<file path="src/rvr_delay.sv">
// Enabled shift line that keeps side data aligned with the pipeline.
// Depends on nothing.
`timescale 1ns / 1ps

module rvr_delay #(
    parameter int WIDTH = 8,
    parameter int DEPTH = 2
) (
    input  logic             clk,
    input  logic             en,
    input  logic [WIDTH-1:0] din,
    output logic [WIDTH-1:0] dout
);

    logic [WIDTH-1:0] tap_reg [DEPTH];

    always_ff @(posedge clk)
    begin
        if (en)
        begin
            tap_reg[0] <= din;
            for (int i = 1; i < DEPTH; i++)
            begin
                tap_reg[i] <= tap_reg[i-1];
            end
        end
    end

    assign dout = tap_reg[DEPTH-1];

endmodule

</file>
<file path="config.mk">
export PLATFORM = sky130hd
export DESIGN_NAME = rvr_delay
export DESIGN_NICKNAME = d
export VERILOG_FILES = /design/src/rvr_delay.sv
export SDC_FILE = /design/constraint.sdc
export NUM_CORES = 1
export LEC_CHECK = 0
export BUFFER_PORTS_ARGS = -buffer_cell sky130_fd_sc_hd__buf_4
export CELL_PAD_IN_SITES_DETAIL_PLACEMENT = 1
export CELL_PAD_IN_SITES_GLOBAL_PLACEMENT = 2
export CORE_MARGIN = 4
export CORE_UTILIZATION = 35
export DETAILED_ROUTE_END_ITERATION = 8
export PLACE_DENSITY = 0.82
export SLEW_MARGIN = 20
export SYNTH_ARGS = -nofsm -noshare
export SYNTH_HDL_FRONTEND = slang
export SYNTH_SLANG_ARGS = --single-unit
export TNS_END_PERCENT = 20
</file>
<file path="constraint.sdc">
create_clock -name clk -period 1 [get_ports clk]
set_input_delay 0.05 -clock clk [delete_from_list [all_inputs] [get_ports clk]]
set_output_delay 0.05 -clock clk [all_outputs]
set_load 0.02 [all_outputs]
</file>
==> results.ini <==
[sta]
rsz0062_at_grt = no
slew-limit-headroom_pct = 86.9
fin_tns_setup_ns = 0
layout_min_cycle_time_ns = 0.858
fmax_ghz = 1.16
fin_crit_sh_pct = 85.8
finClkSkew_ns = 0.00419
setup_viol = 0
worst_pin_slew_ns = 0.196
maxSlewViolCount = 0
hold_viol = 0

[finish]
instances_no_fill = 59
post-route-cell-area_um2 = 729
nMultiInputCombCells = 0
layout-drive-gt1-share_pct = 45.5
largest_register_ffs = 16
fillers = 125
multi_input_area_um2 = 0
nets = 56
antennaDiodeCount = 0
post-route-util_pct = 52.8
final_common_cell = buf_4
register_area_um2 = 480
area_growth_pct = 35.0
layout_common_cells = buf_4 (17), edfxtp_1 (16), dlygate4sd3_1 (8)

[hold_path]
hold_class = in2reg
hp-start = en

[yosys]
muxShareOfSynthArea_pct = 0
synthSimpleGateAreaFrac_pct = 0
synth_xor_area_share_pct = 0
mappedNetlistNets = 34
synthTopCellsByArea = edfxtp_1 (89%), buf_4 (11%)
synth_top_family_by_area = buffers and inverters
ys_ff_latch = 16
netlist-cell-type-count = 2
synth_top_cell_by_area = edfxtp_1
yosys_warnings = 0
synth_area_um2 = 541
yosysTopAreaCellShare_pct = 88.9
synthAdderAreaFrac_pct = 0
synth_compound_area_share_pct = 0
avgSynthCellArea_um2 = 22.5
synth_cells = 24
yosysSeqAreaShare_pct = 88.9

[detailed_routing]
drc_errors = 0
ant_nets = 0
wl_um = 751
routed-via-count = 245
dr.pass1.iters = 3
wl_per_cell_um = 12.7
viasPerCell = 4.15
drt_iter0_drc = 3

[clock_network]
cts_buffers = 3
htreeDepth = 1
root_buffer = clkbuf_4
cts_resized = 0
clk_pin_slew_ns = 0.08
clock_path_buffers = 2
cts_tree = built
clkLatencyLatePin_ns = 0.27
clock-sinks = 16

[power]
power.density_nw_per_um2 = 1700
power.total_mw = 1.24
peakVddDrop_mv = 0.880
leakagePower_nw = 0.285

[floorplan]
initial_core_util_pct = 39.1
core.rowCount = 13
die_w_um = 47.3
die_area_um2 = 2240
coreArea_um2 = 1380
die_y_um = 47.3
ios = 18

[critical_path]
critPathLaunch = tap_reg[0][11]
startpoint_type = flip-flop
critPathKind = reg2out
cpPeakStageDelay_ns = 0.37
crit_buf_inv = 1
r2r_start = tap_reg[0][0]
worstSetupEndpointType = primary output
arrival_ns = 0.81
crit_slowest_cell = edfxtp_1
required_ns = 0.95
cp_cell_sequence = buf_4
timing.critical_path.max_delay_family = flip-flops
critPathMaxFanout = 1

[outcome]
status = completed

[place]
placed_area_um2 = 627
placed_cells = 48
io_buffers = 17
gp_congestion = 0.583

[grt]
gr-total-overflow = 0
gr-usage-all-layers_pct = 8.22
grt_pass1_vias = 276
antenna_found_initial = 0
grt_start_max_net_pins = 17
grt_pass1_wl_mm = 1.17

[job]
cap_violations = 0

-- synth_stat cells --
| library cell | n |
|---|---|
| buf_4 | 8 |
| edfxtp_1 | 16 |
-- cell type report --
cell class,count,share of cell area [%]
clock buffer,3,3.09
sequential,16,65.9
tap,15,2.57
timing repair buffer,25,28.5
-- kinds of logic after synthesis --
family                 Yosys count
flip-flops                      16
buffers and inverters            8
-- where the power goes --
part           internal [mW]  switching (mW)
clock network          0.139           0.171
registers              0.794          0.0118
logic                 0.0677          0.0549
-- timing repair --
item | CTS | global route
hold buffers | 8 | 0
setup endpoints to repair | 0 | 0
hold endpoints to repair | 8 | 0
setup buffers | 0 | 0
-- per-stage QoR --
| stage | setup slack (ns) | hold slack, ns |
|---|---|---|
| 3_5_place_dp | 0.360 | 0.230 |
| 5_1_grt | 0.0901 | 0.133 |
| 6_report | 0.142 | 0.142 |
| 2_1_floorplan | 0.411 | 0.149 |
| 4_1_cts | 0.123 | 0.131 |
| 3_3_place_gp | 0.407 | 0.228 |
-- final timing paths --
check	slack, ns	cells past startpoint	endpoint
worst max-delay path	0.14	1	dout[3]
worst min-delay path	0.14	1	tap_reg[0][8]
worst max register to register	0.37	0	tap_reg[0][8]
worst min register to register	0.43	0	tap_reg[0][10]
-- metal layers --
layer,vias up,track usage (%),part of all wire (%)
met5,-,0,0
met1,111,7.33,36
met4,0,6.63,0
li1,120,-,-
met3,0,3.83,13
met2,14,13.9,51
Power figures use the tool's default switching activity.
